<file path="src/rtl/sccb_pkg.sv">
`timescale 1ns / 1ps
// ----------------------------------------------------------------------------
// sccb_pkg
// Shared types and constants for the SCCB register master.
// ----------------------------------------------------------------------------
package sccb_pkg;

	localparam int DELAY_COUNT_WIDTH = 16;
	localparam int HALF_W            = 16;
	// compare width for slot timing, one above the wider of counter and half period
	localparam int CMP_W = ((DELAY_COUNT_WIDTH > HALF_W) ? DELAY_COUNT_WIDTH : HALF_W) + 1;

	localparam logic [7:0] MSB_MASK = 8'h80;
	localparam logic [7:0] READ_BIT = 8'h01;

	localparam logic [7:0]  DEV_ID_RESET      = 8'h60;
	localparam logic [15:0] HALF_PERIOD_RESET = 16'd250;

	typedef enum logic {
		CFG_DEVICE_ID   = 1'b0,
		CFG_HALF_PERIOD = 1'b1
	} cfg_idx_t;

	typedef enum logic {
		FUNC_WRITE = 1'b0,
		FUNC_READ  = 1'b1
	} func_t;

	typedef enum logic [4:0] {
		PH_IDLE = 5'd0,
		PH_S1   = 5'd1,
		PH_S2   = 5'd2,
		PH_WLO  = 5'd3,
		PH_WHI  = 5'd4,
		PH_ALO  = 5'd5,
		PH_AHI  = 5'd6,
		PH_P1   = 5'd7,
		PH_P2   = 5'd8,
		PH_P3   = 5'd9,
		PH_GAP  = 5'd10,
		PH_RLO  = 5'd11,
		PH_RHI  = 5'd12,
		PH_N1   = 5'd13,
		PH_N2   = 5'd14,
		PH_N3   = 5'd15
	} phase_t;

	typedef struct packed {
		logic       start_request;
		logic       func;
		logic [7:0] reg_addr;
		logic [7:0] write_data;
		logic       sda_sample;
	} req_t;

	typedef struct packed {
		logic       scl_level;
		logic       sda_value;
		logic       sda_enable;
		logic       busy_res;
		logic       done_res;
		logic [7:0] read_byte;
		logic       nack_error;
	} res_t;

endpackage

</file>
<file path="src/rtl/sccb_core.sv">
`timescale 1ns / 1ps
// ----------------------------------------------------------------------------
// sccb_core
// Bus sequencer: slot timer, phase machine and shift registers. Output is
// decoded from the current state; the state advances on each step.
// ----------------------------------------------------------------------------
module sccb_core
	import sccb_pkg::*;
(
	input  logic              clk,
	input  logic              arst_n,
	input  logic              step,
	input  req_t              req,
	input  logic [7:0]        dev_id,
	input  logic [HALF_W-1:0] half_period,
	output res_t              res
);

	phase_t                       phase_q, phase_d;
	logic [1:0]                   byte_q, byte_d;
	logic [2:0]                   bit_q, bit_d;
	logic [7:0]                   tx_q, tx_d;
	logic [7:0]                   rx_q, rx_d;
	logic [DELAY_COUNT_WIDTH-1:0] dly_q, dly_d;
	logic                         func_q, func_d;
	logic [7:0]                   addr_q, addr_d;
	logic [7:0]                   wdat_q, wdat_d;
	logic                         err_q, err_d;

	logic       busy, last, is_read, done;
	logic       load, tx_bit;
	logic [1:0] load_sel;
	logic [7:0] load_byte;
	logic [CMP_W-1:0] dly_inc, half_ext, max_len, slot_len;

	// slot length: zero runs as one tick, saturates at the counter range
	assign busy     = (phase_q != PH_IDLE);
	assign is_read  = (func_q == FUNC_READ);
	assign dly_inc  = CMP_W'(dly_q) + CMP_W'(1);
	assign half_ext = CMP_W'(half_period);
	assign max_len  = CMP_W'(1) << DELAY_COUNT_WIDTH;
	assign slot_len = (half_period == '0) ? CMP_W'(1) :
		((half_ext > max_len) ? max_len : half_ext);
	assign last     = busy && (dly_inc >= slot_len);
	assign done     = (phase_q == PH_P3) && last && !(is_read && byte_q == 2'd2);
	assign tx_bit   = |(tx_q & MSB_MASK);

	always_comb begin
		case (load_sel)
			2'd0:    load_byte = dev_id;
			2'd1:    load_byte = addr_q;
			2'd2:    load_byte = wdat_q;
			default: load_byte = dev_id | READ_BIT;
		endcase
	end

	always_ff @(posedge clk or negedge arst_n) begin
		if (!arst_n) begin
			phase_q <= PH_IDLE;
			byte_q  <= '0;
			bit_q   <= '0;
			tx_q    <= '0;
			rx_q    <= '0;
			dly_q   <= '0;
			func_q  <= 1'b0;
			addr_q  <= '0;
			wdat_q  <= '0;
			err_q   <= 1'b0;
		end else if (step) begin
			phase_q <= phase_d;
			byte_q  <= byte_d;
			bit_q   <= bit_d;
			tx_q    <= tx_d;
			rx_q    <= rx_d;
			dly_q   <= dly_d;
			func_q  <= func_d;
			addr_q  <= addr_d;
			wdat_q  <= wdat_d;
			err_q   <= err_d;
		end
	end

	always_comb begin
		phase_d  = phase_q;
		byte_d   = byte_q;
		bit_d    = bit_q;
		tx_d     = tx_q;
		rx_d     = rx_q;
		dly_d    = dly_q;
		func_d   = func_q;
		addr_d   = addr_q;
		wdat_d   = wdat_q;
		err_d    = err_q;
		load     = 1'b0;
		load_sel = byte_q;

		res.scl_level  = 1'b1;
		res.sda_value  = 1'b1;
		res.sda_enable = 1'b1;
		res.busy_res   = busy;
		res.done_res   = done;
		res.read_byte  = rx_q;
		res.nack_error = err_q;

		case (phase_q)
			PH_S2:  res.sda_value = 1'b0;
			PH_WLO: begin
				res.scl_level = 1'b0;
				res.sda_value = tx_bit;
			end
			PH_WHI: res.sda_value = tx_bit;
			PH_ALO, PH_RLO: begin
				res.scl_level  = 1'b0;
				res.sda_value  = 1'b0;
				res.sda_enable = 1'b0;
			end
			PH_AHI, PH_RHI: begin
				res.sda_value  = 1'b0;
				res.sda_enable = 1'b0;
			end
			PH_P1: begin
				res.scl_level = 1'b0;
				res.sda_value = 1'b0;
			end
			PH_P2:  res.sda_value = 1'b0;
			PH_N1, PH_N3: res.scl_level = 1'b0;
			default: ;
		endcase

		if (!busy) begin
			if (req.start_request) begin
				func_d  = req.func;
				addr_d  = req.reg_addr;
				wdat_d  = req.write_data;
				byte_d  = 2'd0;
				bit_d   = 3'd0;
				dly_d   = '0;
				phase_d = PH_S1;
				if (req.func == FUNC_WRITE) begin
					err_d = 1'b0;
				end
			end
		end else begin
			if (phase_q == PH_RHI && dly_q == '0) begin
				rx_d = {rx_q[6:0], req.sda_sample};
			end
			if (phase_q == PH_AHI && last && !is_read && req.sda_sample) begin
				err_d = 1'b1;
			end
			if (last) begin
				dly_d = '0;
				case (phase_q)
					PH_S1:  phase_d = PH_S2;
					PH_S2: begin
						load    = 1'b1;
						bit_d   = 3'd0;
						phase_d = PH_WLO;
					end
					PH_WLO: phase_d = PH_WHI;
					PH_WHI: begin
						if (bit_q == 3'd7) begin
							bit_d   = 3'd0;
							phase_d = PH_ALO;
						end else begin
							bit_d   = bit_q + 3'd1;
							tx_d    = {tx_q[6:0], 1'b0};
							phase_d = PH_WLO;
						end
					end
					PH_ALO: phase_d = PH_AHI;
					PH_AHI: begin
						if (!is_read) begin
							if (byte_q < 2'd2) begin
								byte_d   = byte_q + 2'd1;
								load_sel = byte_q + 2'd1;
								load     = 1'b1;
								phase_d  = PH_WLO;
							end else begin
								phase_d = PH_P1;
							end
						end else if (byte_q == 2'd0) begin
							byte_d   = 2'd1;
							load_sel = 2'd1;
							load     = 1'b1;
							phase_d  = PH_WLO;
						end else if (byte_q == 2'd1) begin
							byte_d  = 2'd2;
							phase_d = PH_P1;
						end else begin
							bit_d   = 3'd0;
							phase_d = PH_RLO;
						end
					end
					PH_P1:  phase_d = PH_P2;
					PH_P2:  phase_d = PH_P3;
					PH_P3:  phase_d = (is_read && byte_q == 2'd2) ? PH_GAP : PH_IDLE;
					PH_GAP: begin
						byte_d  = 2'd3;
						phase_d = PH_S1;
					end
					PH_RLO: phase_d = PH_RHI;
					PH_RHI: begin
						if (bit_q == 3'd7) begin
							bit_d   = 3'd0;
							phase_d = PH_N1;
						end else begin
							bit_d   = bit_q + 3'd1;
							phase_d = PH_RLO;
						end
					end
					PH_N1:  phase_d = PH_N2;
					PH_N2:  phase_d = PH_N3;
					PH_N3:  phase_d = PH_P1;
					default: phase_d = PH_IDLE;
				endcase
				if (load) begin
					tx_d = load_byte;
				end
			end else begin
				dly_d = dly_inc[DELAY_COUNT_WIDTH-1:0];
			end
		end
	end

	a_done_to_idle: assert property (@(posedge clk) disable iff (!arst_n)
		step && done |=> phase_q == PH_IDLE)
		else $error("done not followed by idle");

	a_gap_to_restart: assert property (@(posedge clk) disable iff (!arst_n)
		step && phase_q == PH_GAP && last |=> phase_q == PH_S1 && byte_q == 2'd3)
		else $error("gap did not restart with read id");

	a_read_keeps_error: assert property (@(posedge clk) disable iff (!arst_n)
		step && busy && is_read |=> $stable(err_q))
		else $error("error flag changed during read");

	a_idle_no_progress: assert property (@(posedge clk) disable iff (!arst_n)
		step && !busy && !req.start_request |=> phase_q == PH_IDLE && $stable(rx_q))
		else $error("idle state moved without request");

endmodule

</file>
<file path="config.mk">
export PLATFORM = sky130hd
export DESIGN_NAME = sccb_core
export DESIGN_NICKNAME = d
export VERILOG_FILES = /design/src/rtl/sccb_pkg.sv /design/src/rtl/sccb_core.sv
export SDC_FILE = /design/constraint.sdc
export NUM_CORES = 1
export LEC_CHECK = 0
export ABC_AREA = 1
export BUFFER_PORTS_ARGS = -buffer_cell sky130_fd_sc_hd__buf_2
export CAP_MARGIN = 10
export CORE_MARGIN = 2
export CORE_UTILIZATION = 62
export DETAILED_ROUTE_END_ITERATION = 7
export PLACE_DENSITY = 0.92
export SLEW_MARGIN = 5
export SYNTH_ARGS = -nofsm -noshare
export SYNTH_HDL_FRONTEND = slang
export SYNTH_SLANG_ARGS = --single-unit
</file>
<file path="constraint.sdc">
create_clock -name clk -period 5.85 [get_ports clk]
set_clock_uncertainty 0.1 [all_clocks]
set_input_delay 0.2925 -clock clk [delete_from_list [all_inputs] [get_ports clk]]
set_output_delay 0.2925 -clock clk [all_outputs]
set_load 0.03 [all_outputs]
</file>
Yosys cells after proc, flatten, opt, wreduce, memory -nomap -nowiden. Index checks and enable logic that the tools add are counted. Widths: inputs -> output; s select.

Flip-flop bits (word level): 60. Input port bits: 46. Logic and storage cells: 131.

$add $sub $neg: 3. Order comparisons: 3. Equality and inequality tests: 30. Multiplexer cells: 54. Bitwise operators: 1. Reduce and logical (&&, ||, !) cells: 30.

Operator list (number): $pmux 5 s15 (1); $mux 16 (3); $eq 5x4->1 const B (8); $mux 17 (2); $logic_not 16->1 (2); $mux 3 (10); $mux 2 (12); $mux 8 (3); $pmux 8 s3 (1); $eq 5x3->1 const B (4); $mux 5 (4); $add 16x1->17 const B (1); $ge 17x17->1 (1); $gt 16x17->1 const B (1); $mux 4 (3); $mux 1 (11); $eq 5x2->1 const B (2); $reduce_and 5->1 (2); $ne 3x3->1 const B (3); $pmux 3 s3 (1); $reduce_and 3->1 (3); $logic_and 1x1->1 (8); $ne 2x1->1 const B (4); $reduce_and 7->1 (1); 23 further kinds (30).

Longest topological paths before layout. Gate-level depths: netlist of run 1.

Depth in word-level cells: 10. Depth in mapped cells: 28.

Worst setup path before layout of run 1. OpenSTA, ideal clock, no wires.

Path kind: flip-flop to flip-flop. Start: register dly_q[2]. End: register tx_q[6]. Library setup time: 116 ps. Arrival time: 3013 ps. Required time: 5634 ps. Slack: 2620 ps. Cell stages (with the launch flop): 27. Buffers on the path: 1. Path through: dfrtp_1 > nand3_1 > nor2_1 > nand4_1 > nor2_1 > inv_1 > nor2_1 > nand2_1 > nor3_1 > xor2_1 > inv_1 > ha_1 > nand3_1 > nor3_1 > o21a_1 > nand2_2 > nand2_4 > nand3_1 > nand2_2 > inv_2 > nand2_4 > buf_6 > nor2_2 > nor2_1 > nand2_1 > nand2_1 > nand2_1.

Cells in the longest elaborated chain, start to end: 8.

RTL lines: start: declaration (line sccb_core.sv:24) `logic [DELAY_COUNT_WIDTH-1:0] dly_q, dly_d;`; start signal: assignment (line sccb_core.sv:75) `dly_q <= dly_d;`; $add 16x1->17 * (line sccb_core.sv:39) `assign dly_inc = CMP_W'(dly_q) + CMP_W'(1);`; $ge 17x17->1 * (line sccb_core.sv:44) `assign last = busy && (dly_inc >= slot_len);`; $logic_and 1x1->1 * (line sccb_core.sv:44); $mux 2 (line sccb_core.sv:150) `if (last) begin`; $mux 2 (line sccb_core.sv:130) `if (!busy) begin`; $eq 2x2->1 (tied with other cells) (line sccb_core.sv:49) `case (load_sel)`; $pmux 8 s3 (line sccb_core.sv:49); $mux 8 (line sccb_core.sv:216) `if (load) begin`; end signal: assignment (line sccb_core.sv:73) `tx_q <= tx_d;`; end: declaration (line sccb_core.sv:22) `logic [7:0] tx_q, tx_d;`.

Mark *: on every way between the ends. The rest lies on a longest branch, timed or not. A chain may end at the register's enable or synchronous reset.

Worst setup path in the final report of run 1.
Start: register dly_q[2]. End: register tx_q[7].

Same word-level chain as after synthesis.

==> results of run 1 <==
layout by cell type (no fill, tap or decap), drive strengths merged, types with 2 or more instances in the layout:
master / Yosys / routed
clkinvlp: 0 / 2
nand4: 9 / 9
ha: 24 / 24
buf: 7 / 60
nor2: 58 / 58
nor3: 11 / 11
clkbuf: 3 / 9
dfrtp: 59 / 59
inv: 92 / 93
xor2: 9 / 9
mux2: 16 / 16
nand3: 35 / 35
clkinv: 0 / 2
bufinv: 0 / 2
nor4: 5 / 5
nand2: 126 / 126
a21oi: 20 / 20
o21ai: 35 / 35
o22ai: 7 / 7
cell families (layout without fill, tap and decap cells):
group	Yosys count	count (layout)	share of synthesized area, %
AND/OR/NAND/NOR	246	246	28.46
buffers and inverters	102	168	10.37
AO/OA/AOI/OAI	70	70	9.709
flip-flops	59	59	37.32
adder cells (fa/ha/maj)	24	24	7.590
multiplexers	16	16	4.554
XOR/XNOR	9	9	1.993
power by group through the flow:
stage / registers [mW] / clock network (mW) / logic [mW]
after floorplan: 0.600 / 0 / 0.653
after global placement: 0.619 / 0 / 0.782
after detailed placement: 0.630 / 0 / 0.819
after CTS: 0.623 / 0.421 / 0.829
after global routing: 0.639 / 0.440 / 0.937
final: 0.625 / 0.418 / 0.840
area by class of cell:
class | count | share of cell area (%)
Clock buffer | 9 | 2.743
Clock inverter | 7 | 2.244
Multi-Input combinational cell | 365 | 45.83
Inverter | 92 | 7.648
Timing Repair Buffer | 60 | 6.705
Tap cell | 77 | 2.134
Sequential cell | 59 | 32.70
path summary, 6_finish.rpt:
| kind | cells after the start | end | start | slack (ns) |
|---|---|---|---|---|
| min reg2reg | 2 | tx_q[7]$_DFFE_PN0P_ | tx_q[7]$_DFFE_PN0P_ | 0.39 |
| max in group asynchronous | 2 | addr_q[1]$_DFFE_PN0P_ | arst_n | 5.16 |
| min in group clk | 2 | wdat_q[4]$_DFFE_PN0P_ | req[5] | 0.08 |
| max reg2reg | 25 | tx_q[7]$_DFFE_PN0P_ | dly_q[2]$_DFFE_PN0P_ | 1.88 |
| max | 25 | tx_q[7]$_DFFE_PN0P_ | dly_q[2]$_DFFE_PN0P_ | 1.88 |
| min | 2 | rx_q[7]$_DFFE_PN0P_ | arst_n | 0.007 |
registers in the layout (all words and copies together), names as in the netlist, 2 cells and up:
signal / cells
dly_q: 16
addr_q: 8
rx_q: 8
tx_q: 8
wdat_q: 8
phase_q: 4
bit_q: 3
byte_q: 2
through the flow:
step	setup slack [ns]	power (mW)
3_5_place_dp	2.020	1.449
5_1_grt	1.428	2.016
3_3_place_gp	2.298	1.401
2_1_floorplan	2.620	1.254
4_1_cts	1.928	1.874
6_report	1.880	1.884
Yosys cell counts, types with 7 or more instances:
cell type,number
sky130_fd_sc_hd__nor2_1,50
sky130_fd_sc_hd__nand2_2,7
sky130_fd_sc_hd__ha_1,24
sky130_fd_sc_hd__o22ai_1,7
sky130_fd_sc_hd__nor3_1,8
sky130_fd_sc_hd__o21ai_0,32
sky130_fd_sc_hd__dfrtp_1,59
sky130_fd_sc_hd__nand3_1,34
sky130_fd_sc_hd__a21oi_1,20
sky130_fd_sc_hd__nand4_1,8
sky130_fd_sc_hd__mux2_2,16
sky130_fd_sc_hd__xor2_1,9
sky130_fd_sc_hd__inv_1,86
sky130_fd_sc_hd__nand2_1,115
per-layer routing:
layer | vias to the layer above | track usage [%] | wire, µm | part of all wire (%)
met5 | - | 0 | 0 | 0
met4 | 0 | 12.61 | 336 | 3.6
met3 | 40 | 5.935 | 521 | 5.6
met2 | 154 | 48.15 | 4726 | 50
met1 | 1698 | 32.80 | 3799 | 40
li1 | 1810 | - | - | -
==> summary.txt, run 1 <==
Global route
  – Remaining Overflow, GRT: 0
  – Antenna violations before repair: 0
  – First-pass GRT wire length: around 16 mm
  – Vias in the first global route: around 3600
  – Maximum number of pins on one net before global-route repair: 60
  – Total routing usage reported by global routing: around 28%

Synth
  – Post-synthesis instance area: 0.003956 mm²
  – Dominant cells by area after synthesis: sky130_fd_sc_hd__dfrtp_1 37%, sky130_fd_sc_hd__nand2_1 11%, sky130_fd_sc_hd__inv_1 8.2%
  – Share of the yosys chip area belonging to registers: a little under two fifths
  – EDFF count, synth: 0
  – Cells after synthesis: around 530
  – Top_reg_cell synth: sky130_fd_sc_hd__dfrtp_1
  – Nets in the synthesized netlist: 596
  – Proportion of synthesized flip-flops having asynchronous set or reset: between 90% and 100%
  – Area leader, netlist: sky130_fd_sc_hd__dfrtp_1
  – Synth top area share: 37.32%
  – Count of synthesis-stage warnings from yosys: 0
  – Register bit count reported by yosys: between 50 and 60
  – Post-synth cell types: 37
  – Mean post-synth cell area: ~7.5 µm²

Placement
  – Placer Congestion: roughly 0.92
  – Post-detail-place hpwl: just over 7 mm
  – Cell area reported after detailed placement: between 0.004 and 0.005 mm²
  – Number of placed instances with taps included: between 600 and 700
  – Buffers added on ports: 59

Timing
  – Clock period minus worst slack: 3.970 ns
  – Final worst-path cycle share: ~68%
  – Number of failing hold endpoints at the final stage: 0
  – Tightest Pin Transition: ~0.97 ns
  – Worst hold margin: about 0.0074 ns
  – Max Freq: 251.9 MHz
  – Setup repair after global routing missed its margin: no
  – Pins Over Slew Limit: 0
  – Number of failing setup endpoints in the final timing report: 0
  – Worst rel slew slack: a little over a third
  – Aggregate negative setup slack: 0 ns

Power and ir drop
  – Internal: between 1 and 1.5 mW
  – Peak supply drop: ~0.27 mV
  – Combinational power share: ~45%
  – Total power per unit cell area: roughly 420 mW/mm²
  – Sw frac: between 40% and 50%
  – Sw Pwr: 0.8399 mW
  – Register share of total power: around a third
  – Share of power burned in the clock network: 22.2%
  – Static leakage: ~2.4 nW

Routing
  – Remaining DRCs: 0
  – ANT nets after route: 0
  – Routed wire length: approximately 9.4 mm
  – Router iterations before antenna repair: 5
  – Total via count in the routed design: approximately 3700
  – Average routed wire per standard cell: about 14 µm
  – Detailed Route Iter0 Violations: between 200 and 250
  – Post-detailed-route via-to-cell ratio: between 5 and 6

Critical path
  – Buffers & Inverters on Critical Path: 3
  – Cell family contributing the most delay on the critical path: simple AND/OR/NAND/NOR gates
  – Req. time, crit path: ~6 ns
  – Worst path max stage delay: roughly 0.43 ns
  – Critical setup path kind: register to register
  – Worst Path Arrival: just over 4 ns
  – Setup crit start kind: register
  – Cell with the largest stage delay on the worst path: sky130_fd_sc_hd__dfrtp_1
  – Most numerous cell on the critical path: sky130_fd_sc_hd__nor2_1
  – Endpoint type of the worst setup path: register
  – Maximum fanout along the worst path: 14

Die
  – Die area: between 0.007 and 0.008 mm²
  – Floorplan die width: roughly 84 µm
  – Effective utilization at floorplan: a little over three fifths
  – I/O pin count: 60
  – Area of the core: between 0.006 and 0.007 mm²
  – Row count: 29
  – Chip height: approximately 84 µm

Layout
  – Nets: roughly 660
  – Sequential cell area in the final layout: around 0.0015 mm²
  – Count of placed standard cells in the final layout, fillers left out: roughly 670
  – Fillcell total: between 400 and 500
  – Final core area utilization: 71.94%
  – Layout overhead on the synthesized area: 14.14%
  – Final instance area: roughly 0.0045 mm²
  – Fraction of layout instances using a drive strength above 1: roughly a fifth
  – Antenna cell count: 0
  – Multi-input gate area in the final layout: around 0.0021 mm²

Hold path
  – Path category of the worst min-delay check: input pin to asynchronous set/reset pin

Clock tree
  – Clock transition at path regs: approximately 0.07 ns
  – Max Buffers Root-to-Sink: 2
  – Hold-fix buffer count after cts: 0
  – Total setup buffers inserted after CTS: 0
  – Later-pin clock latency in the skew report: around 0.34 ns
  – Total clock buffers created by CTS: 9
  – Post-cts resize count: 0
  – CTS tree: done
  – Cell chosen for the clock root: sky130_fd_sc_hd__clkbuf_8
  – Number of sinks on the clock net: between 50 and 60
  – Total number of H-tree levels: 3

Status
  – Run status: finished, final reports clean

Run
  – Max-cap violation count: 0
Note: power is estimated with default switching activity, not from simulation.
==> run 2, diff against run 1 <==
CORE_UTILIZATION = 52   (was 62)
PLACE_DENSITY = 0.83   (was 0.92)
clock period = 3.6 ns   (was 5.85 ns; I/O delays follow)
==> run 2 against run 1 <==
  * The run now ends with negative setup slack left
  * Combinational power up 90%
  * Sequential power rose by 63%
  * Utilization fell by 4.1 points
  * Clock-buffer cell count rose by 1
  * Non-clock buffer count increased by 33
  * Via count up 8.6%
  * Cell count up 8.4%
  * Critical path depth up 2
  * Critical path type unchanged
  * Critical endpoint unchanged
==> summary.txt, run 2 (synthesis results as in run 1) <==
Status
  – Run status: complete, but fails checks
  – Failing checks: negative setup slack

Layout
  – Fraction of layout instances using a drive strength above 1: approximately a quarter
  – Nets: between 600 and 700
  – Sequential cell area in the final layout: around 0.0015 mm²
  – Layout overhead on the synthesized area: 25.02%
  – Top reg by flops: dly_q
  – Flip-flop count of the largest register after layout: 16
  – Final instance area: just under 0.005 mm²
  – Multi-input gate area in the final layout: ~0.0022 mm²
  – Final core area utilization: between 60% and 70%
  – Leading cell types in the layout, fill and taps excluded: 114 x sky130_fd_sc_hd__nand2_1, 85 x sky130_fd_sc_hd__inv_1, 59 x sky130_fd_sc_hd__dfrtp_1
  – Fillcell total: 574
  – Commonest non-fill, non-tap cell in the layout: sky130_fd_sc_hd__nand2_1

Routing
  – Total via count in the routed design: 4019
  – Post-detailed-route via-to-cell ratio: roughly 5.5
  – Detailed Route Iter0 Violations: ~290
  – Routed wire length: 10.90 mm
  – Average routed wire per standard cell: between 15 and 20 µm
  – Remaining DRCs: 0
  – Router iterations before antenna repair: 7
  – ANT nets after route: 0

Global route
  – Total routing usage reported by global routing: approximately a quarter
  – Vias in the first global route: 3649
  – Remaining Overflow, GRT: 0
  – First-pass GRT wire length: 16.38 mm
  – Antenna violations before repair: 1
  – Maximum number of pins on one net before global-route repair: 38

Timing
  – Setup repair after global routing missed its margin: yes
  – Min setup slack post-route: -0.1453 ns
  – Number of failing hold endpoints at the final stage: 0
  – Final worst-path cycle share: 104.0%
  – Worst rel slew slack: slightly below 30%
  – Number of failing setup endpoints in the final timing report: 9
  – Pins Over Slew Limit: 0
  – Tightest Pin Transition: 1.058 ns
  – Clock period minus worst slack: roughly 3.7 ns
  – Max Freq: roughly 270 MHz

Placement
  – Cell area reported after detailed placement: ~0.0044 mm²
  – Buffers added on ports: 59
  – Placer Congestion: approximately 0.90
  – Post-detail-place hpwl: about 7 mm

Clock tree
  – Total clock buffers created by CTS: 9
  – Later-pin clock latency in the skew report: roughly 0.35 ns
  – Total number of H-tree levels: 3
  – Cell chosen for the clock root: sky130_fd_sc_hd__clkbuf_8
  – Clock transition at path regs: 0.07 ns
  – Max Buffers Root-to-Sink: 2
  – Number of sinks on the clock net: a little under 60
  – CTS tree: done

Die
  – Chip height: between 90 and 100 µm
  – Floorplan die width: about 90 µm
  – Die area: ~0.0083 mm²
  – Effective utilization at floorplan: 54.26%
  – Area of the core: roughly 0.0073 mm²
  – Row count: 31
  – I/O pin count: 60

Run
  – Max-cap violation count: 0

Critical path
  – Startpoint of the most critical register-to-register path: dly_q[0]$_DFFE_PN0P_
  – Setup crit start kind: register
  – Reg2reg setup slack: -0.15 ns
  – Worst Path Arrival: 3.89 ns
  – Cell with the largest stage delay on the worst path: sky130_fd_sc_hd__dfrtp_1
  – Critical setup path kind: register to register
  – Cell count of the worst reg-to-reg path: 27
  – Req. time, crit path: approximately 3.7 ns
  – Buffers & Inverters on Critical Path: 4
  – Worst path max stage delay: 0.42 ns
  – Cell family contributing the most delay on the critical path: simple AND/OR/NAND/NOR gates
  – Startpoint of the worst setup timing path: dly_q[0]$_DFFE_PN0P_
  – Maximum fanout along the worst path: 6
  – Endpoint type of the worst setup path: register
  – Worst R2R End: tx_q[7]$_DFFE_PN0P_

Hold path
  – Source of the worst hold timing path: req[0]
  – Path category of the worst min-delay check: input pin to register
  – WHS Path Cells: 3
  – Terminating pin of the worst hold path: rx_q[0]$_DFFE_PN0P_

Power and ir drop
  – Peak supply drop: around 0.3 mV
  – Total power per unit cell area: ~640 mW/mm²
  – Static leakage: between 2 and 3 nW
-- run 2: metrics by stage --
stage / instances / setup slack, ns / power, mW / setup TNS [ns] / hold slack (ns)
3_3_place_gp: 681 / 0.1432 / 2.326 / 0 / 0.06780
3_5_place_dp: 681 / 0.002846 / 2.373 / 0 / 0.07142
6_report: 725 / -0.1453 / 3.145 / -0.8307 / 0.02766
2_1_floorplan: 526 / 0.3705 / 2.038 / 0 / -0.2156
4_1_cts: 712 / 0.03785 / 2.909 / 0 / 0.003785
5_1_grt: 725 / -0.3261 / 3.375 / -2.887 / 0.04515
-- run 2: worst max path at each step --
stage	slack [ns]	cells after the start	endpoint
after floorplan	0.37	26	tx_q[6]$_DFFE_PN0P_
after global placement	0.14	25	tx_q[1]$_DFFE_PN0P_
after detailed placement	0.003	24	tx_q[4]$_DFFE_PN0P_
after CTS	0.04	19	res[9]
after global routing	-0.33	27	tx_q[7]$_DFFE_PN0P_
final	-0.15	27	tx_q[7]$_DFFE_PN0P_
-- run 2: area by class of cell --
class / instances / share of cell area, %
inverter: 92 / 7.134
multi-input combinational: 366 / 44.80
clock buffer: 10 / 2.580
timing repair buffer: 93 / 12.45
antenna: 1 / 0.05059
clock inverter: 5 / 0.6324
sequential: 59 / 29.85
tap: 99 / 2.504
-- run 2: timing repair --
item / CTS / global route
hold buffers: 16 / 1
setup buffers: 0 / 10
cloned: 0 / 1
endpoints found under the hold margin: 37 / 1
gates resized for setup: 4 / 33
pin swaps: 0 / 7
endpoints found under the setup margin: 5 / 26
-- run 2: report_power, final --
| group | total [mW] | internal, mW | leakage [nW] | switching (mW) |
|---|---|---|---|---|
| Sequential | 1.02 | 0.856 | 0.765 | 0.165 |
| Clock | 0.521 | 0.243 | 0.0819 | 0.278 |
| Combinational | 1.60 | 0.573 | 1.74 | 1.03 |
-- run 2: metal layers --
layer / vias up / routed length (µm) / track usage [%]
li1: 1887 / - / -
met1: 1860 / 4280 / 30.72
met2: 228 / 5460 / 41.79
met3: 44 / 713 / 3.900
met4: 0 / 443 / 10.86
met5: - / 0 / 0
-- run 2: worst register-to-register path, cell delays in order (launching register included) --
cell,delay [ns]
sky130_fd_sc_hd__dfrtp_1,0.42
sky130_fd_sc_hd__nand3_2,0.12
sky130_fd_sc_hd__nor2_2,0.17
sky130_fd_sc_hd__nand4_1,0.13
sky130_fd_sc_hd__nor2_1,0.16
sky130_fd_sc_hd__inv_1,0.10
sky130_fd_sc_hd__nor2_2,0.16
sky130_fd_sc_hd__nand2_2,0.08
sky130_fd_sc_hd__nor3_2,0.13
sky130_fd_sc_hd__xor2_1,0.20
sky130_fd_sc_hd__inv_1,0.10
sky130_fd_sc_hd__ha_4,0.27
sky130_fd_sc_hd__nand3_2,0.07
sky130_fd_sc_hd__nor3_2,0.20
sky130_fd_sc_hd__o21a_1,0.16
sky130_fd_sc_hd__nand2_2,0.08
sky130_fd_sc_hd__nand2_4,0.11
sky130_fd_sc_hd__nand2_4,0.07
sky130_fd_sc_hd__nand2_4,0.07
sky130_fd_sc_hd__nand2_4,0.06
sky130_fd_sc_hd__buf_6,0.13
sky130_fd_sc_hd__buf_6,0.12
sky130_fd_sc_hd__nand3_1,0.07
sky130_fd_sc_hd__nand2_1,0.05
sky130_fd_sc_hd__nor2_1,0.12
sky130_fd_sc_hd__nand2_1,0.07
sky130_fd_sc_hd__nand2_1,0.08
sky130_fd_sc_hd__nand2_1,0.05
